`src/rtl/assert_macros.svh`:
```
// ----------------------------------------------------------------------------
// Assertion macros
// Clocked property checks used by the glyph renderer datapath.
// ----------------------------------------------------------------------------
`ifndef ASSERT_MACROS_SVH
`define ASSERT_MACROS_SVH

`ifndef SYNTH
`define ASSERT_PROP(label, clk, rst_n, prop) \
    label: assert property (@(posedge clk) disable iff (!rst_n) (prop)) \
        else $error("assertion failed");
`define ASSERT_NEVER(label, clk, rst_n, expr) \
    label: assert property (@(posedge clk) disable iff (!rst_n) !(expr)) \
        else $error("forbidden condition seen");
`else
`define ASSERT_PROP(label, clk, rst_n, prop)
`define ASSERT_NEVER(label, clk, rst_n, expr)
`endif

`endif

```
`src/rtl/tcgr_pkg.sv`:
```
// ----------------------------------------------------------------------------
// Glyph renderer package
// Types, constants and helpers shared by the text console glyph renderer.
// ----------------------------------------------------------------------------
package tcgr_pkg;

    localparam int FONT_AW        = 14;
    localparam int FONT_ENTRIES   = 1 << FONT_AW;
    localparam int MAX_GLYPH_SIDE = 8;
    localparam int GC_W           = (MAX_GLYPH_SIDE > 1) ? $clog2(MAX_GLYPH_SIDE) : 1;
    localparam int IDX_W          = 16;
    localparam int SIDE_W         = 4;
    localparam int COL_W          = 7;
    localparam int ROW_W          = 6;
    localparam int PX_W           = 10;
    localparam int PY_W           = 9;
    localparam int OX_W           = COL_W + SIDE_W;
    localparam int OY_W           = ROW_W + SIDE_W;
    localparam int CWCH_W         = 2 * SIDE_W - 1;
    localparam int TAB_STEP       = 8;

    localparam int CFG_IDX_W  = 3;
    localparam int CFG_DATA_W = 8;

    localparam logic [CFG_IDX_W-1:0] CFG_FG_COLOR     = 3'd0;
    localparam logic [CFG_IDX_W-1:0] CFG_BG_COLOR     = 3'd1;
    localparam logic [CFG_IDX_W-1:0] CFG_ATTR_FLAGS   = 3'd2;
    localparam logic [CFG_IDX_W-1:0] CFG_GLYPH_WIDTH  = 3'd3;
    localparam logic [CFG_IDX_W-1:0] CFG_GLYPH_HEIGHT = 3'd4;
    localparam logic [CFG_IDX_W-1:0] CFG_TEXT_COLUMNS = 3'd5;
    localparam logic [CFG_IDX_W-1:0] CFG_TEXT_ROWS    = 3'd6;

    localparam logic [7:0]        RST_FG_COLOR     = 8'd7;
    localparam logic [7:0]        RST_BG_COLOR     = 8'd0;
    localparam logic [7:0]        RST_ATTR_FLAGS   = 8'd0;
    localparam logic [SIDE_W-1:0] RST_GLYPH_WIDTH  = 4'd8;
    localparam logic [SIDE_W-1:0] RST_GLYPH_HEIGHT = 4'd8;
    localparam logic [COL_W-1:0]  RST_TEXT_COLUMNS = 7'd40;
    localparam logic [ROW_W-1:0]  RST_TEXT_ROWS    = 6'd25;

    localparam int ATTR_HFLIP    = 0;
    localparam int ATTR_VFLIP    = 1;
    localparam int ATTR_CW90     = 2;
    localparam int ATTR_CCW90    = 3;
    localparam int ATTR_REVERSE  = 4;
    localparam int ATTR_MASKED   = 5;
    localparam int ATTR_NODRAW   = 6;
    localparam int ATTR_NOSCROLL = 7;

    localparam logic [7:0] CHAR_BS  = 8'd8;
    localparam logic [7:0] CHAR_TAB = 8'd9;
    localparam logic [7:0] CHAR_LF  = 8'd10;
    localparam logic [7:0] CHAR_CR  = 8'd13;

    localparam logic OP_PUT  = 1'b0;
    localparam logic OP_LOAD = 1'b1;

    localparam logic [1:0] KIND_NONE   = 2'd0;
    localparam logic [1:0] KIND_COLOR  = 2'd1;
    localparam logic [1:0] KIND_INVERT = 2'd2;
    localparam logic [1:0] KIND_KEEP   = 2'd3;

    typedef struct packed {
        logic        operation;
        logic [7:0]  char_code;
        logic [13:0] font_index;
        logic        font_bit;
    } t_in_word;

    typedef struct packed {
        logic [1:0]      write_kind;
        logic [PX_W-1:0] pixel_x;
        logic [PY_W-1:0] pixel_y;
        logic [7:0]      color;
        logic            scroll_up;
        logic            last;
    } t_out_word;

    typedef struct packed {
        logic [7:0]        fg_color;
        logic [7:0]        bg_color;
        logic [7:0]        attribute_flags;
        logic [SIDE_W-1:0] glyph_width;
        logic [SIDE_W-1:0] glyph_height;
        logic [COL_W-1:0]  text_columns;
        logic [ROW_W-1:0]  text_rows;
    } t_cfg;

    typedef struct packed {
        logic            accept_put;
        logic            font_we;
        logic            setup;
        logic            issue;
        logic            nopix;
        logic            last;
        logic [GC_W-1:0] gx;
        logic [GC_W-1:0] gy;
    } t_dp_cmd;

    typedef struct packed {
        logic            draw;
        logic            can_issue;
        logic [GC_W-1:0] cw_m1;
        logic [GC_W-1:0] ch_m1;
    } t_dp_status;

    function automatic logic [SIDE_W-1:0] side_sat(input logic [SIDE_W-1:0] v);
        return (32'(v) > MAX_GLYPH_SIDE) ? SIDE_W'(MAX_GLYPH_SIDE) : v;
    endfunction

endpackage

```
`src/rtl/tcgr_ctrl.sv`:
```
// ----------------------------------------------------------------------------
// Glyph renderer controller
// Sequences word acceptance, glyph setup and the pixel raster scan.
// ----------------------------------------------------------------------------
module tcgr_ctrl import tcgr_pkg::*; (
    input  logic       i_clk,
    input  logic       i_rst_n,
    input  logic       i_in_valid,
    input  logic       i_operation,
    output logic       o_in_ready,
    input  t_dp_status i_status,
    output t_dp_cmd    o_cmd
);

    localparam logic [1:0] S_IDLE  = 2'd0;
    localparam logic [1:0] S_SETUP = 2'd1;
    localparam logic [1:0] S_DRAW  = 2'd2;
    localparam logic [1:0] S_EMPTY = 2'd3;

    logic [1:0]      r_state;
    logic [1:0]      n_state;
    logic [GC_W-1:0] r_gx;
    logic [GC_W-1:0] n_gx;
    logic [GC_W-1:0] r_gy;
    logic [GC_W-1:0] n_gy;
    logic            col_end;
    logic            row_end;

    assign col_end = (r_gx == i_status.cw_m1);
    assign row_end = (r_gy == i_status.ch_m1);

    always_comb begin
        o_cmd    = '0;
        o_cmd.gx = r_gx;
        o_cmd.gy = r_gy;
        n_state  = r_state;
        n_gx     = r_gx;
        n_gy     = r_gy;
        unique case (r_state)
            S_IDLE: begin
                if (i_in_valid) begin
                    if (i_operation == OP_LOAD) begin
                        o_cmd.font_we = 1'b1;
                    end else begin
                        o_cmd.accept_put = 1'b1;
                        n_state = i_status.draw ? S_SETUP : S_EMPTY;
                    end
                end
            end
            S_SETUP: begin
                o_cmd.setup = 1'b1;
                n_gx = '0;
                n_gy = '0;
                n_state = S_DRAW;
            end
            S_DRAW: begin
                if (i_status.can_issue) begin
                    o_cmd.issue = 1'b1;
                    o_cmd.last = col_end && row_end;
                    if (col_end) begin
                        n_gx = '0;
                        n_gy = r_gy + GC_W'(1);
                        if (row_end) begin
                            n_state = S_IDLE;
                        end
                    end else begin
                        n_gx = r_gx + GC_W'(1);
                    end
                end
            end
            S_EMPTY: begin
                if (i_status.can_issue) begin
                    o_cmd.issue = 1'b1;
                    o_cmd.nopix = 1'b1;
                    o_cmd.last = 1'b1;
                    n_state = S_IDLE;
                end
            end
            default: begin
                n_state = S_IDLE;
            end
        endcase
    end

    always_ff @(posedge i_clk) begin
        if (!i_rst_n) begin
            r_state <= S_IDLE;
            r_gx    <= '0;
            r_gy    <= '0;
        end else begin
            r_state <= n_state;
            r_gx    <= n_gx;
            r_gy    <= n_gy;
        end
    end

    assign o_in_ready = (r_state == S_IDLE);

endmodule

```
`config.mk`:
```
export PLATFORM = sky130hd
export DESIGN_NAME = tcgr_ctrl
export DESIGN_NICKNAME = d
export VERILOG_FILES = /design/src/rtl/assert_macros.svh /design/src/rtl/tcgr_pkg.sv /design/src/rtl/tcgr_ctrl.sv
export SDC_FILE = /design/constraint.sdc
export NUM_CORES = 1
export LEC_CHECK = 0
export BUFFER_PORTS_ARGS = -buffer_cell sky130_fd_sc_hd__buf_2
export CAP_MARGIN = 10
export CORE_AREA = 4 4 41 43
export DETAILED_ROUTE_END_ITERATION = 8
export DIE_AREA = 0 0 45 47
export GPL_TIMING_DRIVEN = 0
export HOLD_SLACK_MARGIN = 0.03
export PLACE_DENSITY = 0.71
export SKIP_LAST_GASP = 1
export SLEW_MARGIN = 40
export SYNTH_ARGS = -nofsm -noshare
export SYNTH_HDL_FRONTEND = slang
export SYNTH_SLANG_ARGS = --single-unit
```
`constraint.sdc`:
```
create_clock -name i_clk -period 1.72 [get_ports i_clk]
set_input_delay 0.258 -clock i_clk [delete_from_list [all_inputs] [get_ports i_clk]]
set_output_delay 0.258 -clock i_clk [all_outputs]
set_load 0.005 [all_outputs]
```
After elaboration in Yosys (flattened, before gate mapping)
Cells that the tools add are included.

Register bits after elaboration: 8. Latch bits: 0. Memory bits (writable): 0. Memory bits (read-only): 0. Bits of input ports: 12. Word-level logic and storage cells: 47. Memories: 0.

Add/sub/neg operators: 2. Multipliers: 0. Div/mod/pow operators: 0. Magnitude comparators: 0. Equality and inequality tests: 11. Shift operators: 0. Multiplexer cells: 25. Bitwise operators: 0. Reductions and logical operators: 6.

Operators by type and width (count): $mux W2 (9); $mux W3 (5); $ne A2 B2 Y1 const B (6); $pmux W3 S2 (2); $pmux W2 S4 (1); $add A3 B1 Y3 const B (2); $eq A3 B3 Y1 (2); $mux W1 (6); $reduce_and A6 Y1 (1); $eq A2 B2 Y1 const B (2); $pmux W1 S2 (2); $reduce_and A3 Y1 (1); $eq A2 B1 Y1 const B (1); $logic_not A2 Y1 (1); $reduce_and A2 Y1 (1); $reduce_bool A2 Y1 (1); $logic_and A1 B1 Y1 (1).

Depth between registers and ports, before layout
Gate-level depths: netlist of the first run.

Depth after elaboration: 5. Depth in mapped cells: 5. Mapped depth without buffers: 5.

Worst setup path after synthesis of the first run
No wires, ideal clock.

Path type: register to output. Start: reg r_gx[0]. End: out o_cmd[6] (netlist name). Arrival: 1.248 ns. Path slack: 0.214 ns. Cell stages (with the launch flop): 5. Path buffers: 0. Cells stage by stage: dfxtp_1 -> xnor2_1 -> nand3_2 -> nor4_2 -> o21a_1.

RTL lines: from (decl) (line tcgr_ctrl.sv:22) `logic [GC_W-1:0] r_gx;`; from (signal assigned) (line tcgr_ctrl.sv:92) `r_gx <= n_gx;`; to (decl) (line tcgr_ctrl.sv:12) `output t_dp_cmd o_cmd`.

==> results of run 1 <==
==> metrics by stage <==
stage,util,power (W),instance area (um2)
after global placement,0.530,0.000372,689
final,0.597,0.000537,777
after CTS,0.596,0.000545,776
after global routing,0.597,0.000583,777
after detailed placement,0.530,0.000375,689
after floorplan,-,0.000318,556
==> state kept, by name (all words and copies together) (netlist names) <==
register / cells
r_gx: 3
r_gy: 3
r_state: 2
==> layer usage <==
metal / part of all wire / wire length [um] / vias to the layer above / GRT usage
met1: 0.44 / 584 / 261 / 0.173
li1: - / - / 296 / -
met3: 0.052 / 69 / 2 / 0.0575
met4: 0.0075 / 10 / 0 / 0.0702
met5: 0 / 0 / - / 0
met2: 0.50 / 667 / 12 / 0.232
==> power by group through the flow <==
| stage | sequential [W] | combinational (W) | clock [W] |
|---|---|---|---|
| 2_1_floorplan | 0.000214 | 0.000104 | 0 |
| 3_3_place_gp | 0.000215 | 0.000157 | 0 |
| 3_5_place_dp | 0.000215 | 0.000160 | 0 |
| 4_1_cts | 0.000215 | 0.000182 | 0.000148 |
| 5_1_grt | 0.000217 | 0.000203 | 0.000162 |
| 6_report | 0.000216 | 0.000182 | 0.000139 |
==> cell usage in the layout (no fill, tap or decap), drive strengths merged, types with 3 or more instances in the layout <==
master	Yosys	final
nor2	4	4
clkbuf	1	4
xnor2	3	3
a21boi	3	3
xor2	4	4
nand2	6	6
dfxtp	8	8
nand3	5	5
buf	2	27
==> worst max-delay path, delay by kind of cell, from the launching register on <==
| family | cells | cell delay [ps] |
|---|---|---|
| flip-flops | 1 | 370 |
| AND/OR/NAND/NOR | 2 | 350 |
| buffers and inverters | 1 | 100 |
| AO/OA/AOI/OAI | 1 | 140 |
| XOR/XNOR | 1 | 190 |
==> worst max path at each step <==
stage	slack (ps)	start	depth (start not counted)	endpoint
floorplan	210	r_gx[0]	4	o_cmd[6]
global placement	-30	r_gx[0]	5	o_cmd[6]
detailed placement	-40	r_gx[0]	5	o_cmd[6]
CTS	50	r_gx[1]	5	o_cmd[6]
global route	-40	r_gx[0]	5	o_cmd[6]
finish	60	r_gx[0]	5	o_cmd[6]
==> area by class of cell <==
cell class / instances / share of cell area
sequential: 8 / 0.214
tap: 15 / 0.0242
multi-input combinational: 53 / 0.538
buffer: 3 / 0.0177
clock buffer: 3 / 0.0290
timing repair buffer: 25 / 0.167
inverter: 2 / 0.00966
==> what timing repair did <==
item | 4_1_cts | 5_1_grt
resized for setup | 9 | 2
hold buffers | 0 | 0
pin swaps | 4 | 0
setup endpoints to repair | 1 | 2
buffers inserted | 2 | 0
==> cell usage after synthesis <==
| library cell | instances | area [um2] |
|---|---|---|
| dfxtp_1 | 8 | 160 |
| nand2_1 | 6 | 22.5 |
| nand3_1 | 4 | 20.0 |
| nor2_1 | 4 | 15.0 |
| xor2_1 | 4 | 35.0 |
| a21boi_0 | 3 | 22.5 |
| and3_1 | 2 | 12.5 |
| ha_1 | 2 | 25.0 |
| inv_1 | 2 | 7.51 |
| nand2b_1 | 2 | 12.5 |
| nand3b_1 | 2 | 15.0 |
| nand4_1 | 2 | 12.5 |
| nor2b_1 | 2 | 12.5 |
| o21a_1 | 2 | 15.0 |
| o21ai_0 | 2 | 10.0 |
| o31ai_1 | 2 | 15.0 |
| xnor2_1 | 2 | 17.5 |
| a31oi_1 | 1 | 6.26 |
| and2_1 | 1 | 6.26 |
| and4b_1 | 1 | 10.0 |
| buf_1 | 1 | 3.75 |
| buf_2 | 1 | 5.00 |
| clkbuf_1 | 1 | 3.75 |
| mux2_2 | 1 | 11.3 |
| mux2i_1 | 1 | 10.0 |
| nand3_2 | 1 | 10.0 |
| nand4b_1 | 1 | 8.76 |
| nor3_1 | 1 | 5.00 |
| nor3b_1 | 1 | 7.51 |
| nor4_2 | 1 | 12.5 |
| o2111ai_1 | 1 | 8.76 |
| xnor2_2 | 1 | 16.3 |
==> kinds of logic after synthesis <==
kind of cell,synth area share
simple gates,0.329
xor+xnor,0.124
buf+inv,0.0360
flops,0.288
fa+ha+maj,0.0450
mux,0.0383
compound gates,0.140
==> flow_summary_export.csv, run 1 <==
group,metric,value,unit
outcome,outcome,"finished clean",
critical_path,cp-end-kind,"output port",
grt,grt_pass1_vias,511,
synth,synth_cells,66,
power,clkPwrFrac,0.259,
clock_tree,cts_sinks,8,
floorplanning,die_height,47,um
place,post-dp-hpwl,994,um
synth,synth_area,556,um2
place,dp_cells,104,
timing,rsz0062_at_grt,"yes",
power,vdd_drop_max,0.000432,V
detailed_routing,num_vias,571,
min_path,min_from,"i_status[7]",
detailed_routing,ant_nets,0,
detailed_routing,drc,0,
synth,ys_seq_area_frac,0.288,
grt,grt_max_degree,11,
final_layout,n_antenna_cell,0,
power,p_comb_frac,0.339,
timing,slew_viol_final,0,
place,portBuffers,23,
min_path,min_to,"r_state[1]",
timing,timing_hold_violations_final,0,
timing,skew,1.32,ps
floorplanning,start_util,0.427,
power,power_leakage,0.388,nW
timing,relSlewSlack,0.767,
grt,grt_use_total,0.146,
clock_tree,cts_made_buffers,3,
critical_path,r2r_slack,530,ps
synth,ys_warn_count,0,
detailed_routing,drt_first_pass_iters,4,
critical_path,ff2ff_path_depth,5,
power,p_sw,0.000173,W
final_layout,multi_input_area,418,um2
critical_path,regToRegStartpoint,"r_gy[0]",
floorplanning,die-area,2120,um2
detailed_routing,wl_per_cell,12.2,um
clock_tree,clk_pin_slew,50,ps
clock_tree,htreeDepth,1,
power,power_density,691,nW/um2
timing,fin_tns_setup,0,ps
timing,setup_violations,0,
min_path,worst_hold_path_type,"primary input to flip-flop",
detailed_routing,wl,1.33,mm
timing,worst_slew_pin_slew,350,ps
floorplanning,coreArea,1300,um2
floorplanning,num_io_pins,25,
timing,period_share,0.967,
final_layout,fillers,130,
clock_tree,ctsRootBufferMaster,"clkbuf_4",
place,pre_cts_slack,-37.3,ps
timing,final.setup.worst_slack,57.6,ps
grt,overflow,0,
detailed_routing,drt_iter0_drc,11,
synth,ys_ff_latch,8,
critical_path,cpPeakStageDelay,370,ps
floorplanning,die_width,45,um
critical_path,r2r_end,"r_gy[2]",
power,switching_share,0.322,
min_path,hold_depth,4,
synth,synth.avg_cell_area,8.42,um2
critical_path,cp_cell_sequence,"xnor2_4, nand3_4, nor4_4, o21a_1, buf_2",
run,max-cap-violations,0,
critical_path,arrival,1400,ps
timing,max_freq,602,MHz
final_layout,final_cells,109,
timing,finalCriticalPeriod,1660,ps
detailed_routing,vias_per_cell,5.24,
place,place_congestion,0.756,
power,pwr-share-seq,0.402,
clock_tree,cts_tree,"done",
critical_path,path_class,"flip-flop to output port",
synth,syn_nets,80,
synth,synth.distinct_cells,32,
clock_tree,clkLatencyLatePin,250,ps
critical_path,worst_ep_required_time,1460,ps
final_layout,drive_gt1_frac,0.415,
clock_tree,clockBufferDepth,2,
grt,antenna_found_initial,0,
final_layout,nets,110,
final_layout,synthToLayoutAreaGrowth,39.9,%
final_layout,seq_area,166,um2
critical_path,crit_fanout,7,
power,p_int,0.000364,W
critical_path,cp_slowest_cell,"dfxtp_4",
floorplanning,rows,13,
grt,grt_pass1_wl,2.19,mm
critical_path,worst_setup_path_start_kind,"flip-flop",
timing,hold_ws,379,ps
Power figures use the tool's default switching activity.
==> run 2: changes to the inputs <==
--- a/config.mk
+++ b/config.mk
@@ -7,12 +7,15 @@
 export LEC_CHECK = 0
 export BUFFER_PORTS_ARGS = -buffer_cell sky130_fd_sc_hd__buf_2
 export CAP_MARGIN = 10
-export CORE_AREA = 4 4 41 43
+export CELL_PAD_IN_SITES_DETAIL_PLACEMENT = 1
+export CELL_PAD_IN_SITES_GLOBAL_PLACEMENT = 2
+export CORE_MARGIN = 4
+export CORE_UTILIZATION = 24
 export DETAILED_ROUTE_END_ITERATION = 8
-export DIE_AREA = 0 0 45 47
 export GPL_TIMING_DRIVEN = 0
 export HOLD_SLACK_MARGIN = 0.03
-export PLACE_DENSITY = 0.71
+export PLACE_DENSITY = 0.74
+export REMOVE_ABC_BUFFERS = 1
 export SKIP_LAST_GASP = 1
 export SLEW_MARGIN = 40
 export SYNTH_ARGS = -nofsm -noshare
==> flow_summary_export.csv, run 2 (synthesized netlist as in run 1, its figures left out) <==
group,metric,value,unit
outcome,outcome,"finished clean",
power,switching_share,0.339,
floorplanning,die_height,56.1,um
clock_tree,clkLatencyLatePin,250,ps
final_layout,synthToLayoutAreaGrowth,48.0,%
floorplanning,start_util,0.251,
critical_path,cpPeakStageDelay,410,ps
power,power_leakage,0.393,nW
clock_tree,ctsRootBufferMaster,"clkbuf_4",
run,max-cap-violations,0,
place,portBuffers,24,
min_path,worst_hold_path_type,"primary input to flip-flop",
detailed_routing,vias_per_cell,4.79,
power,vdd_drop_max,0.000495,V
critical_path,r2r_slack,450,ps
grt,grt_pass1_vias,560,
final_layout,fillers,282,
grt,grt_use_total,0.102,
final_layout,final_cells,122,
critical_path,worst_setup_path_start_kind,"flip-flop",
clock_tree,clockBufferDepth,2,
clock_tree,htreeDepth,1,
detailed_routing,drc,0,
grt,grt_pass1_wl,2.48,mm
final_layout,layout.cells.most_common,"buf_2",
floorplanning,num_io_pins,25,
detailed_routing,num_vias,584,
clock_tree,clk_pin_slew,60,ps
critical_path,cp_cell_sequence,"xnor2_4, nand3_4, nor4_4, o21a_1, buf_2",
detailed_routing,drt_iter0_drc,7,
power,pwr-share-seq,0.415,
detailed_routing,wl,1.71,mm
final_layout,drive_gt1_frac,0.426,
power,clkPwrFrac,0.268,
timing,relSlewSlack,0.745,
critical_path,path_class,"flip-flop to output port",
final_layout,top_regs,"r_gx: 3 flops, r_gy: 3 flops, r_state: 2 flops",
critical_path,crit_fanout,5,
place,post-dp-hpwl,1.25,mm
timing,rsz0062_at_grt,"yes",
critical_path,cp_slowest_cell,"dfxtp_2",
grt,overflow,0,
place,dp_cells,115,
timing,timing_hold_violations_final,0,
critical_path,cp-end-kind,"output port",
grt,antenna_found_initial,0,
floorplanning,die-area,3150,um2
detailed_routing,ant_nets,0,
floorplanning,die_width,56.1,um
detailed_routing,wl_per_cell,14.0,um
power,p_int,0.000370,W
detailed_routing,drt_first_pass_iters,2,
timing,hold_ws,319,ps
clock_tree,cts_tree,"done",
timing,slew_viol_final,0,
grt,grt_max_degree,14,
final_layout,nets,110,
timing,skew,1.15,ps
power,p_sw,0.000190,W
place,place_congestion,0.682,
timing,worst_slew_pin_slew,382,ps
critical_path,arrival,1440,ps
floorplanning,coreArea,2210,um2
final_layout,n_antenna_cell,0,
timing,finalCriticalPeriod,1690,ps
power,p_comb_frac,0.317,
critical_path,worst_ep_required_time,1460,ps
timing,period_share,0.985,
power,power_density,682,nW/um2
final_layout,layout_common_cells,"buf_2 (24), nand2_1 (6), dfxtp_1 (5)",
clock_tree,cts_sinks,8,
power,finalPower,0.000560,W
timing,setup_violations,0,
floorplanning,rows,17,
clock_tree,cts_made_buffers,3,
timing,max_freq,590,MHz
[run 2: through the flow]
stage	setup TNS (ps)	utilization	instance area (um2)	setup WS (ps)
after floorplan	0	-	543	214
after CTS	0	0.355	785	1.52
after global routing	-85.0	0.372	822	-85.0
after detailed placement	-147	0.316	698	-147
after global placement	-144	0.316	698	-144
final	0	0.372	822	26.2
[run 2: final timing paths]
kind	start	depth (start not counted)	endpoint
max	r_gx[2]	5	o_cmd[6]
min	i_rst_n	2	r_state[0]
max reg2reg	r_state[1]	4	r_gx[2]
min reg2reg	r_gx[0]	2	r_gx[0]
[run 2: timing repair]
item	4_1_cts	5_1_grt
gates resized for setup	9	2
hold buffers	0	0
buffers inserted	2	2
pin swaps	4	3
endpoints found under the setup margin	1	1
[run 2: cell type report]
class                      count  area, um2  area share
sequential                     8        166       0.202
inverter                       2       7.51     0.00913
timing repair buffer          28        150       0.183
tap                           28       35.0      0.0426
multi-input combinational     53        440       0.536
clock buffer                   3       22.5      0.0274
[run 2: critical path: cells and delay by family, from the launching register on]
family	cells	cell delay, ps
XOR/XNOR	1	150
buffers and inverters	1	100
AO/OA/AOI/OAI	1	140
flip-flops	1	410
AND/OR/NAND/NOR	2	380
[run 2: power by group through the flow]
stage	clock network, W	registers [W]	logic, W
CTS	0.000154	0.000233	0.000165
global route	0.000167	0.000238	0.000195
finish	0.000150	0.000233	0.000178
floorplan	0	0.000225	0.0000846
global placement	0	0.000232	0.000140
detailed placement	0	0.000234	0.000144
[run 2: per-layer routing]
metal  GRT usage  wire length, um
met3      0.0510              100
met5           0                0
met1       0.117              733
met2       0.174              874
met4      0.0102                0
