## src/rtl/assert_macros.svh

```systemverilog
// ----------------------------------------------------------------------------
// Assertion macros
// Clocked property checks used by the glyph renderer datapath.
// ----------------------------------------------------------------------------
`ifndef ASSERT_MACROS_SVH
`define ASSERT_MACROS_SVH

`ifndef SYNTH
`define ASSERT_PROP(label, clk, rst_n, prop) \
    label: assert property (@(posedge clk) disable iff (!rst_n) (prop)) \
        else $error("assertion failed");
`define ASSERT_NEVER(label, clk, rst_n, expr) \
    label: assert property (@(posedge clk) disable iff (!rst_n) !(expr)) \
        else $error("forbidden condition seen");
`else
`define ASSERT_PROP(label, clk, rst_n, prop)
`define ASSERT_NEVER(label, clk, rst_n, expr)
`endif

`endif

```

## src/rtl/tcgr_pkg.sv

```systemverilog
// ----------------------------------------------------------------------------
// Glyph renderer package
// Types, constants and helpers shared by the text console glyph renderer.
// ----------------------------------------------------------------------------
package tcgr_pkg;

    localparam int FONT_AW        = 14;
    localparam int FONT_ENTRIES   = 1 << FONT_AW;
    localparam int MAX_GLYPH_SIDE = 8;
    localparam int GC_W           = (MAX_GLYPH_SIDE > 1) ? $clog2(MAX_GLYPH_SIDE) : 1;
    localparam int IDX_W          = 16;
    localparam int SIDE_W         = 4;
    localparam int COL_W          = 7;
    localparam int ROW_W          = 6;
    localparam int PX_W           = 10;
    localparam int PY_W           = 9;
    localparam int OX_W           = COL_W + SIDE_W;
    localparam int OY_W           = ROW_W + SIDE_W;
    localparam int CWCH_W         = 2 * SIDE_W - 1;
    localparam int TAB_STEP       = 8;

    localparam int CFG_IDX_W  = 3;
    localparam int CFG_DATA_W = 8;

    localparam logic [CFG_IDX_W-1:0] CFG_FG_COLOR     = 3'd0;
    localparam logic [CFG_IDX_W-1:0] CFG_BG_COLOR     = 3'd1;
    localparam logic [CFG_IDX_W-1:0] CFG_ATTR_FLAGS   = 3'd2;
    localparam logic [CFG_IDX_W-1:0] CFG_GLYPH_WIDTH  = 3'd3;
    localparam logic [CFG_IDX_W-1:0] CFG_GLYPH_HEIGHT = 3'd4;
    localparam logic [CFG_IDX_W-1:0] CFG_TEXT_COLUMNS = 3'd5;
    localparam logic [CFG_IDX_W-1:0] CFG_TEXT_ROWS    = 3'd6;

    localparam logic [7:0]        RST_FG_COLOR     = 8'd7;
    localparam logic [7:0]        RST_BG_COLOR     = 8'd0;
    localparam logic [7:0]        RST_ATTR_FLAGS   = 8'd0;
    localparam logic [SIDE_W-1:0] RST_GLYPH_WIDTH  = 4'd8;
    localparam logic [SIDE_W-1:0] RST_GLYPH_HEIGHT = 4'd8;
    localparam logic [COL_W-1:0]  RST_TEXT_COLUMNS = 7'd40;
    localparam logic [ROW_W-1:0]  RST_TEXT_ROWS    = 6'd25;

    localparam int ATTR_HFLIP    = 0;
    localparam int ATTR_VFLIP    = 1;
    localparam int ATTR_CW90     = 2;
    localparam int ATTR_CCW90    = 3;
    localparam int ATTR_REVERSE  = 4;
    localparam int ATTR_MASKED   = 5;
    localparam int ATTR_NODRAW   = 6;
    localparam int ATTR_NOSCROLL = 7;

    localparam logic [7:0] CHAR_BS  = 8'd8;
    localparam logic [7:0] CHAR_TAB = 8'd9;
    localparam logic [7:0] CHAR_LF  = 8'd10;
    localparam logic [7:0] CHAR_CR  = 8'd13;

    localparam logic OP_PUT  = 1'b0;
    localparam logic OP_LOAD = 1'b1;

    localparam logic [1:0] KIND_NONE   = 2'd0;
    localparam logic [1:0] KIND_COLOR  = 2'd1;
    localparam logic [1:0] KIND_INVERT = 2'd2;
    localparam logic [1:0] KIND_KEEP   = 2'd3;

    typedef struct packed {
        logic        operation;
        logic [7:0]  char_code;
        logic [13:0] font_index;
        logic        font_bit;
    } t_in_word;

    typedef struct packed {
        logic [1:0]      write_kind;
        logic [PX_W-1:0] pixel_x;
        logic [PY_W-1:0] pixel_y;
        logic [7:0]      color;
        logic            scroll_up;
        logic            last;
    } t_out_word;

    typedef struct packed {
        logic [7:0]        fg_color;
        logic [7:0]        bg_color;
        logic [7:0]        attribute_flags;
        logic [SIDE_W-1:0] glyph_width;
        logic [SIDE_W-1:0] glyph_height;
        logic [COL_W-1:0]  text_columns;
        logic [ROW_W-1:0]  text_rows;
    } t_cfg;

    typedef struct packed {
        logic            accept_put;
        logic            font_we;
        logic            setup;
        logic            issue;
        logic            nopix;
        logic            last;
        logic [GC_W-1:0] gx;
        logic [GC_W-1:0] gy;
    } t_dp_cmd;

    typedef struct packed {
        logic            draw;
        logic            can_issue;
        logic [GC_W-1:0] cw_m1;
        logic [GC_W-1:0] ch_m1;
    } t_dp_status;

    function automatic logic [SIDE_W-1:0] side_sat(input logic [SIDE_W-1:0] v);
        return (32'(v) > MAX_GLYPH_SIDE) ? SIDE_W'(MAX_GLYPH_SIDE) : v;
    endfunction

endpackage

```

## src/rtl/tcgr_regs.sv

```systemverilog
// ----------------------------------------------------------------------------
// Glyph renderer configuration registers
// Holds colors, attributes, glyph size and console size.
// ----------------------------------------------------------------------------
module tcgr_regs import tcgr_pkg::*; (
    input  logic                  i_clk,
    input  logic                  i_rst_n,
    input  logic                  i_cfg_we,
    input  logic [CFG_IDX_W-1:0]  i_cfg_index,
    input  logic [CFG_DATA_W-1:0] i_cfg_data,
    output t_cfg                  o_cfg
);

    t_cfg r_cfg;
    t_cfg n_cfg;

    always_comb begin
        n_cfg = r_cfg;
        if (i_cfg_we) begin
            unique case (i_cfg_index)
                CFG_FG_COLOR:     n_cfg.fg_color        = i_cfg_data;
                CFG_BG_COLOR:     n_cfg.bg_color        = i_cfg_data;
                CFG_ATTR_FLAGS:   n_cfg.attribute_flags = i_cfg_data;
                CFG_GLYPH_WIDTH:  n_cfg.glyph_width     = i_cfg_data[SIDE_W-1:0];
                CFG_GLYPH_HEIGHT: n_cfg.glyph_height    = i_cfg_data[SIDE_W-1:0];
                CFG_TEXT_COLUMNS: n_cfg.text_columns    = i_cfg_data[COL_W-1:0];
                CFG_TEXT_ROWS:    n_cfg.text_rows       = i_cfg_data[ROW_W-1:0];
                default:          n_cfg = r_cfg;
            endcase
        end
    end

    always_ff @(posedge i_clk) begin
        if (!i_rst_n) begin
            r_cfg.fg_color        <= RST_FG_COLOR;
            r_cfg.bg_color        <= RST_BG_COLOR;
            r_cfg.attribute_flags <= RST_ATTR_FLAGS;
            r_cfg.glyph_width     <= RST_GLYPH_WIDTH;
            r_cfg.glyph_height    <= RST_GLYPH_HEIGHT;
            r_cfg.text_columns    <= RST_TEXT_COLUMNS;
            r_cfg.text_rows       <= RST_TEXT_ROWS;
        end else begin
            r_cfg <= n_cfg;
        end
    end

    assign o_cfg = r_cfg;

endmodule

```

## config.mk

```make
export PLATFORM = sky130hd
export DESIGN_NAME = tcgr_regs
export DESIGN_NICKNAME = d
export VERILOG_FILES = /design/src/rtl/assert_macros.svh /design/src/rtl/tcgr_pkg.sv /design/src/rtl/tcgr_regs.sv
export SDC_FILE = /design/constraint.sdc
export NUM_CORES = 1
export LEC_CHECK = 0
export BUFFER_PORTS_ARGS = -buffer_cell sky130_fd_sc_hd__buf_2
export CAP_MARGIN = 20
export CELL_PAD_IN_SITES_DETAIL_PLACEMENT = 2
export CELL_PAD_IN_SITES_GLOBAL_PLACEMENT = 2
export CORE_MARGIN = 3
export CORE_UTILIZATION = 30
export DETAILED_ROUTE_END_ITERATION = 16
export HOLD_SLACK_MARGIN = 0.15
export PLACE_DENSITY_LB_ADDON = 0.1
export SYNTH_ARGS = -nofsm -noshare
export SYNTH_HDL_FRONTEND = slang
export SYNTH_SLANG_ARGS = --single-unit
```

## constraint.sdc

```tcl
create_clock -name i_clk -period 1.2 [get_ports i_clk]
set_input_delay 0.12 -clock i_clk [delete_from_list [all_inputs] [get_ports i_clk]]
set_output_delay 0.12 -clock i_clk [all_outputs]
set_load 0.02 [all_outputs]
```

* Yosys cells after proc, flatten, opt, wreduce, memory -nomap -nowiden
Index checks and enable logic that the tools add are counted.
** Word-level totals
- Bits of input ports :: 14
- Register bits after elaboration :: 45
- Word-level logic and storage cells :: 21
- Output and inout port bits :: 45
** Cells by class
- Reductions and logical operators :: 8
- Eq/ne operators :: 6
** Operator list (count)
- $reduce_and A2 Y1 :: 7
- $eq A3 B3 Y1 const B :: 3
- $eq A3 B2 Y1 const B :: 2
- $eq A3 B1 Y1 const B :: 1
- $logic_not A3 Y1 :: 1

* Longest topological paths before layout
Gate-level depths: netlist (run 1).
- Depth in word-level cells :: 2
- Mapped depth :: 4
- Depth with buffers taken out :: 2

* Least setup slack after synthesis (run 1)
No wires, ideal clock.
- Path type :: input to register
- From :: in i_cfg_index[0]
- To :: reg r_cfg, in the netlist o_cfg[41]
- Data required time :: 1.128 ns
- Slack :: 0.294 ns
- Path buffers :: 2
- Arrival :: 0.834 ns
- Stages on the path :: 4
- Library setup time :: 0.072 ns
- Cell sequence :: buf_6 > nor4b_4 > buf_6 > mux2i_1
** On the way
- Longest elaborated chain between the ends :: 2
** RTL lines
- start: declaration :: RTL line tcgr_regs.sv:9 : input logic [CFG_IDX_W-1:0] i_cfg_index,
- $logic_not A3 Y1 :: RTL line tcgr_regs.sv:20 : unique case (i_cfg_index)
- $reduce_and A2 Y1 (no line)
- end signal: assignment :: RTL line tcgr_regs.sv:43 : r_cfg <= n_cfg;
- end: declaration :: RTL line tcgr_regs.sv:14 : t_cfg r_cfg;
Every way passes these cells.
A chain may end at the register's enable or synchronous reset.

==> impl_metrics.tcl, run 1 <==
set metrics [dict create \
    fin_nets 250 \
    via_count 1440 \
    wl_per_cell_um 17.1 \
    worst_setup_path_end_kind "flip-flop" \
    hp-class "in -> reg" \
    pwr-share-comb_pct 10.7 \
    cap_violations 0 \
    whs_path_depth 3 \
    vdd_drop_max_uv 551 \
    hold_viol 0 \
    syn-cell-area_mm2 0.00185 \
    r2r_start "o_cfg[23]$_SDFFE_PN0P_" \
    power_density_mw_per_mm2 1200 \
    globalplace.congestion 0.720 \
    power_frac_seq_pct 54.5 \
    cp_cell_sequence "dlygate4sd3_1 > buf_2 > nand2_1 > mux2i_1" \
    clockPowerShare_pct 34.8 \
    dp_hpwl_um 3960 \
    n_fill_cell 644 \
    synth_seq_cells 45 \
    track_usage_pct 15.2 \
    p_int_mw 2.11 \
    fin_cells 309 \
    grt_start_max_net_pins 22 \
    layout-drive-gt1-share_pct 33.8 \
    finalClockSkew_ns 0 \
    setup_violations 0 \
    die_y_um 84.5 \
    cts-root-buf "clkbuf_8" \
    worst_ep_required_time_ns 1.37 \
    antenna_left 0 \
    status "completed" \
    die_area_mm2 0.00713 \
    antenna_found_initial 0 \
    start_util_pct 32.2 \
    postCtsSetupRepairBufs 0 \
    min_to "o_cfg[20]$_SDFFE_PN1P_" \
    final_cell_mix "58 x buf_2, 45 x mux2i_1, 45 x dfxtp_1" \
    max_slew.worst_pin.slew_ns 0.366 \
    avgViaCountPerCell 4.66 \
    area_growth_pct 27.5 \
    worstHoldStart "i_cfg_data[3]" \
    yosys.area_share.simple_pct 21.1 \
    power_leakage_nw 1.12 \
    placed_cells 295 \
    grt_pass1_vias 1606 \
    cts.sinks 45 \
    synth_cell_type_count 14 \
    io_buffers 58 \
    synth-xor-area-share_pct 0 \
    synth_top_family_by_area "multiplexers" \
    cp.arrival_ns 1.19 \
    max_slew_margin_pct 75.6 \
    maxSlewViolCount 0 \
    ctsHtreeMaxLevel 2 \
    path_clk_slew_ns 0.09 \
    synth_compound_area_share_pct 0 \
    swShare_pct 25.3 \
    critical_path_class "in -> reg" \
    max_freq_mhz 982 \
    rr_worst_depth 2 \
    num_rows 27 \
    largest_register_ffs 45 \
    dieWidth_um 84.5 \
    synthCells 172 \
    cts_tree "done" \
    rsz0062_at_grt "false" \
    synth_adder_area_share_pct 0 \
    path_delay_family "buffers and inverters" \
    slowest_stage "dlygate4sd3_1" \
    muxShareOfSynthArea_pct 24.4 \
    cp_num_cells 4 \
    min_period_ns 1.02 \
    cts_made_buffers 5 \
    synth.avg_cell_area_um2 10.7 \
    drc 0 \
    rr_endpoint "o_cfg[23]$_SDFFE_PN0P_" \
    path_buf_inv 2 \
    antenna_cells 0 \
    period_share_pct 84.9 \
    dr.first_iter.drc_count 81 \
    synth_warnings 0 \
    core_mm2 0.00574 \
    drt_wl_total_um 5280 \
    fin_tns_setup_ns 0 \
    insertion_delay_ns 0.30 \
    drtPass1Iterations 4 \
    rrSetupSlack_ns 0.56 \
    switching_power_mw 0.714 \
    grt.overflow.total 0 \
    io-pin-count 59 \
    cpPeakStageDelay_ns 0.53 \
    path_max_fanout 6 \
    yosysSeqAreaShare_pct 48.8 \
    clockBufferDepth 2 \
    final_common_cell "buf_2" \
    synth_nets 186 \
    grt_pass1_wl_um 8460 \
    cp-start-kind "input pin" \
]
kinds of logic after synthesis:
logic type	count (synthesis)
AND/OR/NAND/NOR	68
flip-flops	45
buffers and inverters	14
multiplexers	45
cell usage after synthesis, drive strengths merged:
master / count / area share (%)
and4b: 2 / 1.2
and4bb: 2 / 1.4
buf: 11 / 5.1
clkbuf: 3 / 0.61
dfxtp: 45 / 49
mux2i: 45 / 24
nand2: 43 / 8.7
nand4b: 3 / 2.4
nand4bb: 1 / 0.61
nor2b: 16 / 5.4
nor4b: 1 / 1.3
power by group through the flow:
stage                     combinational, mW  clock, mW  sequential (mW)
after floorplan                       0.149          0             1.62
after global placement                0.279          0             1.58
after detailed placement              0.290          0             1.58
after CTS                             0.307       1.04             1.54
final                                 0.302      0.984             1.54
after global routing                  0.329       1.08             1.55
final cells by class:
class | count | area [um2] | share of cell area, %
clock buffer | 6 | 82.6 | 3.51
sequential | 45 | 901 | 38.3
multi-input combinational | 113 | 840 | 35.7
timing repair buffer | 71 | 428 | 18.2
tap | 72 | 90.1 | 3.83
clock inverter | 2 | 13.8 | 0.584
worst register-to-register path: stages (launching register included):
cell and delay (ns):
dfxtp_1 0.35, nand2_1 0.07, mux2i_1 0.14
repair_timing:
action	4_1_cts	5_1_grt
endpoints found under the hold margin	8	0
resized for setup	0	0
hold buffers	6	0
per-stage QoR:
step           setup slack [ns]  utilization (%)  total power, mW  hold WS [ns]  cell area [um2]
3_5_place_dp             0.0895             38.3             1.87         0.427             2200
6_report                  0.182             41.0             2.83         0.179             2350
4_1_cts                   0.186             41.0             2.89         0.168             2350
3_3_place_gp              0.173             38.3             1.85         0.400             2200
5_1_grt                   0.126             41.0             2.96         0.179             2350
2_1_floorplan             0.294                -             1.77         0.286             1850
worst max path at each step:
stage | startpoint | end | slack [ns]
6_report | i_cfg_data[2] | o_cfg[15]$_SDFFE_PN0P_ | 0.18
5_1_grt | i_cfg_data[2] | o_cfg[15]$_SDFFE_PN0P_ | 0.13
4_1_cts | i_cfg_data[2] | o_cfg[23]$_SDFFE_PN0P_ | 0.19
3_5_place_dp | i_rst_n | o_cfg[23]$_SDFFE_PN0P_ | 0.09
3_3_place_gp | i_cfg_index[2] | o_cfg[22]$_SDFFE_PN0P_ | 0.17
2_1_floorplan | i_cfg_index[0] | o_cfg[41]$_SDFFE_PN0P_ | 0.29
metal layers:
layer  routed length [um]  GRT usage, %  vias up
met5                    0             0        -
met4                   61          4.32        0
met3                  308          4.61        6
met2                 2690          26.7       38
met1                 2220          18.0      700
li1                     -             -      696
(Power assumes the default switching activity.)
==> run 2, diff against run 1 <==
--- a/config.mk
+++ b/config.mk
@@ -10,7 +10,7 @@
 export CELL_PAD_IN_SITES_DETAIL_PLACEMENT = 2
 export CELL_PAD_IN_SITES_GLOBAL_PLACEMENT = 2
 export CORE_MARGIN = 3
-export CORE_UTILIZATION = 30
+export CORE_UTILIZATION = 27
 export DETAILED_ROUTE_END_ITERATION = 16
 export HOLD_SLACK_MARGIN = 0.15
 export PLACE_DENSITY_LB_ADDON = 0.1
==> constraint.sdc (replaced) <==
create_clock -name i_clk -period 0.9 [get_ports i_clk]
set_input_delay 0.09 -clock i_clk [delete_from_list [all_inputs] [get_ports i_clk]]
set_output_delay 0.09 -clock i_clk [all_outputs]
set_load 0.02 [all_outputs]
==> impl_metrics.tcl, run 2 (synthesis results as in run 1) <==
set metrics [dict create \
    status "completed" \
    cts_made_buffers 5 \
    start_util_pct 28.4 \
    wl_per_cell_um 16.8 \
    clockPowerShare_pct 32.7 \
    period_share_pct 97.1 \
    vdd_drop_max_uv 487 \
    switching_power_mw 0.964 \
    dp_hpwl_um 4020 \
    num_rows 29 \
    rsz0062_at_grt "true" \
    avgViaCountPerCell 4.58 \
    dr.first_iter.drc_count 36 \
    r2r_start "o_cfg[39]$_SDFFE_PN1P_" \
    io-pin-count 59 \
    worst_setup_path_end_kind "flip-flop" \
    placed_cells 305 \
    critical_path_class "in -> reg" \
    die_area_mm2 0.00787 \
    io_buffers 58 \
    swShare_pct 25.6 \
    cts.sinks 45 \
    area_growth_pct 43.5 \
    fin_nets 260 \
    cts-root-buf "clkbuf_8" \
    largest_register_ffs 45 \
    finalPower_mw 3.76 \
    worstHoldStart "i_cfg_data[6]" \
    maxSlewViolCount 0 \
    insertion_delay_ns 0.30 \
    core_mm2 0.00649 \
    track_usage_pct 14.6 \
    path_max_fanout 4 \
    max_freq_mhz 1140 \
    cts_tree "done" \
    globalplace.congestion 0.690 \
    via_count 1484 \
    setup_violations 0 \
    layout-drive-gt1-share_pct 52.6 \
    dieWidth_um 88.7 \
    clockBufferDepth 2 \
    power_density_mw_per_mm2 1420 \
    final_cell_mix "47 x buf_4, 45 x mux2i_1, 43 x nand2_1" \
    final_common_cell "buf_4" \
    cp-start-kind "input pin" \
    grt.overflow.total 0 \
    hold_viol 0 \
    grt_start_max_net_pins 31 \
    grt_pass1_wl_um 8580 \
    grt_pass1_vias 1600 \
    pwr-share-comb_pct 12.3 \
    hp-class "in -> reg" \
    worst_ep_required_time_ns 1.08 \
    die_y_um 88.7 \
    max_slew_margin_pct 77.0 \
    fin_cells 324 \
    antenna_cells 0 \
    path_clk_slew_ns 0.08 \
    p_int_mw 2.80 \
    drc 0 \
    cap_violations 0 \
    cp.arrival_ns 1.05 \
    power_leakage_nw 1.21 \
    min_period_ns 0.874 \
    antenna_left 0 \
    antenna_found_initial 0 \
    finalClockSkew_ns 0 \
    drtPass1Iterations 4 \
    ctsHtreeMaxLevel 2 \
    max_slew.worst_pin.slew_ns 0.345 \
    drt_wl_total_um 5440 \
    power_frac_seq_pct 55.0 \
    startpoint "i_cfg_data[5]" \
]
==> run 2: changes by cell type in the layout (fill, tap and decap cells not counted) <==
cell / previous run / this run
buf_2: 58 / 12
buf_4: 5 / 47
dfxtp_1: 45 / 3
dfxtp_2: 0 / 42
buf_6: 0 / 12
buf_12: 2 / 3
clkbuf_1: 0 / 1
clkbuf_8: 6 / 5
clkinv_2: 1 / 2
clkinv_4: 1 / 0
dlygate4sd3_1: 6 / 7
==> run 2: final timing paths <==
kind,to,slack [ns],depth (start not counted)
max,o_cfg[42]$_SDFFE_PN0P_,0.03,4
min,o_cfg[35]$_SDFFE_PN0P_,0.19,3
max reg2reg,o_cfg[39]$_SDFFE_PN1P_,0.16,3
min reg2reg,o_cfg[27]$_SDFFE_PN0P_,0.46,2
==> run 2: what timing repair did <==
| item | 4_1_cts | 5_1_grt |
|---|---|---|
| endpoints found under the hold margin | 12 | 0 |
| buffers inserted | 0 | 5 |
| gates resized for setup | 55 | 44 |
| cloned | 0 | 0 |
| endpoints found under the setup margin | 36 | 42 |
| hold buffers | 7 | 0 |
==> run 2: power by group through the flow <==
| stage | logic, mW | registers, mW | clock network [mW] |
|---|---|---|---|
| finish | 0.462 | 2.07 | 1.23 |
| global route | 0.502 | 2.08 | 1.38 |
| CTS | 0.453 | 2.06 | 1.28 |
| detailed placement | 0.409 | 2.10 | 0 |
| global placement | 0.396 | 2.10 | 0 |
| floorplan | 0.198 | 2.16 | 0 |
==> run 2: area by class of cell <==
class	instances	area, um2
clock buffer	6	72.6
clock inverter	2	10.0
fill	699	3840
multi-input combinational	113	840
sequential	45	953
tap	77	96.3
timing repair buffer	81	678
==> run 2: critical path, stage by stage <==
cell,delay (ns)
dlygate4sd3_1,0.53
buf_2,0.14
nand2_1,0.18
mux2i_1,0.11
==> run 2: routing by layer <==
layer  part of all wire [%]  global-route usage, %  wire, um  vias up
met5                      0                      0         0        -
met4                    1.1                   4.53        62        0
met3                    5.5                   4.10       298        6
met2                     48                   24.4      2600       41
met1                     46                   18.1      2480      719
li1                       -                      -         -      718
==> run 2: metrics by stage <==
stage	TNS (ns)	hold slack [ns]	setup WS, ns	instance area [um2]	utilization (%)
after CTS	0	0.219	0.000399	2520	38.9
after global routing	-0.0131	0.232	-0.00661	2650	40.8
after floorplan	0	0.256	0.0244	1850	-
after detailed placement	-3.03	0.390	-0.157	2250	34.7
after global placement	-1.85	0.362	-0.102	2250	34.7
final	0	0.193	0.0258	2650	40.8
==> run 3, diff against run 2 <==
--- a/config.mk
+++ b/config.mk
@@ -10,7 +10,7 @@
 export CELL_PAD_IN_SITES_DETAIL_PLACEMENT = 2
 export CELL_PAD_IN_SITES_GLOBAL_PLACEMENT = 2
 export CORE_MARGIN = 3
-export CORE_UTILIZATION = 27
+export CORE_UTILIZATION = 33
 export DETAILED_ROUTE_END_ITERATION = 16
 export HOLD_SLACK_MARGIN = 0.15
 export PLACE_DENSITY_LB_ADDON = 0.1
==> constraint.sdc (replaced) <==
create_clock -name i_clk -period 1.08 [get_ports i_clk]
set_input_delay 0.108 -clock i_clk [delete_from_list [all_inputs] [get_ports i_clk]]
set_output_delay 0.108 -clock i_clk [all_outputs]
set_load 0.02 [all_outputs]
==> impl_metrics.tcl, run 3 (synthesis results as in run 1) <==
set metrics [dict create \
    max_slew_margin_pct 76.9 \
    met2_usage_pct 30.5 \
    grt_pass1_wl_um 8310 \
    fin_cells 307 \
    final_common_cell "buf_2" \
    largest_register_ffs 45 \
    cts_tree "done" \
    insertion_delay_ns 0.29 \
    cts.sinks 45 \
    drt_wl_total_um 5210 \
    antenna_found_initial 0 \
    drc 0 \
    io_buffers 58 \
    start_util_pct 35.0 \
    hold_viol 0 \
    dr.first_iter.drc_count 30 \
    cp-start-kind "input pin" \
    status "completed" \
    die_area_mm2 0.00653 \
    power_leakage_nw 1.12 \
    avgViaCountPerCell 4.68 \
    path_max_fanout 6 \
    fin_tns_setup_ns 0 \
    maxSlewViolCount 0 \
    period_share_pct 91.6 \
    ctsHoldBuffers 5 \
    fin_nets 250 \
    max_freq_mhz 1010 \
    setup_violations 0 \
    die_y_um 80.8 \
    n_fill_cell 590 \
    grt.busiest_layer "met2" \
    met1_usage_pct 20.6 \
    cts_made_buffers 5 \
    placed_cells 294 \
    layout-drive-gt1-share_pct 32.9 \
    via_count 1438 \
    io-pin-count 59 \
    dp_hpwl_um 3980 \
    finalClockSkew_ns 0 \
    grt.overflow.total 0 \
    dieWidth_um 80.8 \
    num_rows 26 \
    hp-class "in -> reg" \
    core_mm2 0.00527 \
    path_clk_slew_ns 0.08 \
    antenna_cells 0 \
    antenna_left 0 \
    track_usage_pct 16.9 \
    max_slew.worst_pin.slew_ns 0.346 \
    grt_pass1_vias 1591 \
    worst_ep_required_time_ns 1.24 \
    critical_path_class "in -> reg" \
    drtPass1Iterations 2 \
    cp.arrival_ns 1.15 \
    grt_start_max_net_pins 32 \
    cts-root-buf "clkbuf_8" \
    area_growth_pct 27.0 \
    wl_per_cell_um 17.0 \
    grtUsageMet3_pct 3.33 \
    rsz0062_at_grt "false" \
    final_cell_mix "58 x buf_2, 45 x mux2i_1, 45 x dfxtp_1" \
    worst_setup_path_end_kind "flip-flop" \
    power_density_mw_per_mm2 1300 \
    ctsHtreeMaxLevel 2 \
    min_period_ns 0.990 \
    postCtsSetupRepairBufs 0 \
    hold_ws_ns 0.148 \
    vdd_drop_max_uv 583 \
    multi_input_area_um2 840 \
    clockBufferDepth 2 \
    cap_violations 0 \
    globalplace.congestion 0.769 \
    cts_resized 0 \
    regArea_um2 901 \
]
-- run 3: metrics by stage --
| stage | setup WS [ns] | area [um2] | total power [mW] | util [%] |
|---|---|---|---|---|
| 2_1_floorplan | 0.186 | 1850 | 1.96 | - |
| 6_report | 0.0902 | 2350 | 3.05 | 44.5 |
| 5_1_grt | 0.0455 | 2350 | 3.20 | 44.5 |
| 4_1_cts | 0.0776 | 2350 | 3.09 | 44.5 |
| 3_3_place_gp | 0.0472 | 2220 | 2.07 | 42.0 |
| 3_5_place_dp | -0.0215 | 2220 | 2.08 | 42.0 |
-- run 3: where the power goes --
group / leakage [nW] / switching (mW) / internal, mW
Sequential: 0.365 / 0.0197 / 1.69
Clock: 0.0395 / 0.532 / 0.461
Combinational: 0.714 / 0.198 / 0.141
Total: 1.12 / 0.750 / 2.30
-- run 3: layout make-up --
cell class              instances  area share, %
flip-flops and latches         45           38.4
multi-input cells             113           35.8
repair buffers                 71           18.7
well taps                      70           3.73
clock buffers                   8           3.41
-- run 3: per-layer routing --
metal | vias to the layer above | routed length [um]
met4 | 0 | 38
met2 | 37 | 2640
met1 | 697 | 2310
met3 | 5 | 222
met5 | - | 0
li1 | 699 | -
-- run 3: path summary, 6_finish.rpt --
check,start,endpoint,slack [ns],cells after the start
worst max-delay path,i_cfg_data[2],o_cfg[31]$_SDFFE_PN0P_,0.09,4
worst min-delay path,i_cfg_data[4],o_cfg[4]$_SDFFE_PN1P_,0.15,3
worst max register to register,o_cfg[20]$_SDFFE_PN1P_,o_cfg[20]$_SDFFE_PN1P_,0.43,2
worst min register to register,o_cfg[32]$_SDFFE_PN0P_,o_cfg[32]$_SDFFE_PN0P_,0.46,2
-- run 3: worst max-delay path: stages --
cell and delay [ns]:
dlygate4sd3_1 0.53, buf_2 0.13, nand2_1 0.24, mux2i_1 0.14
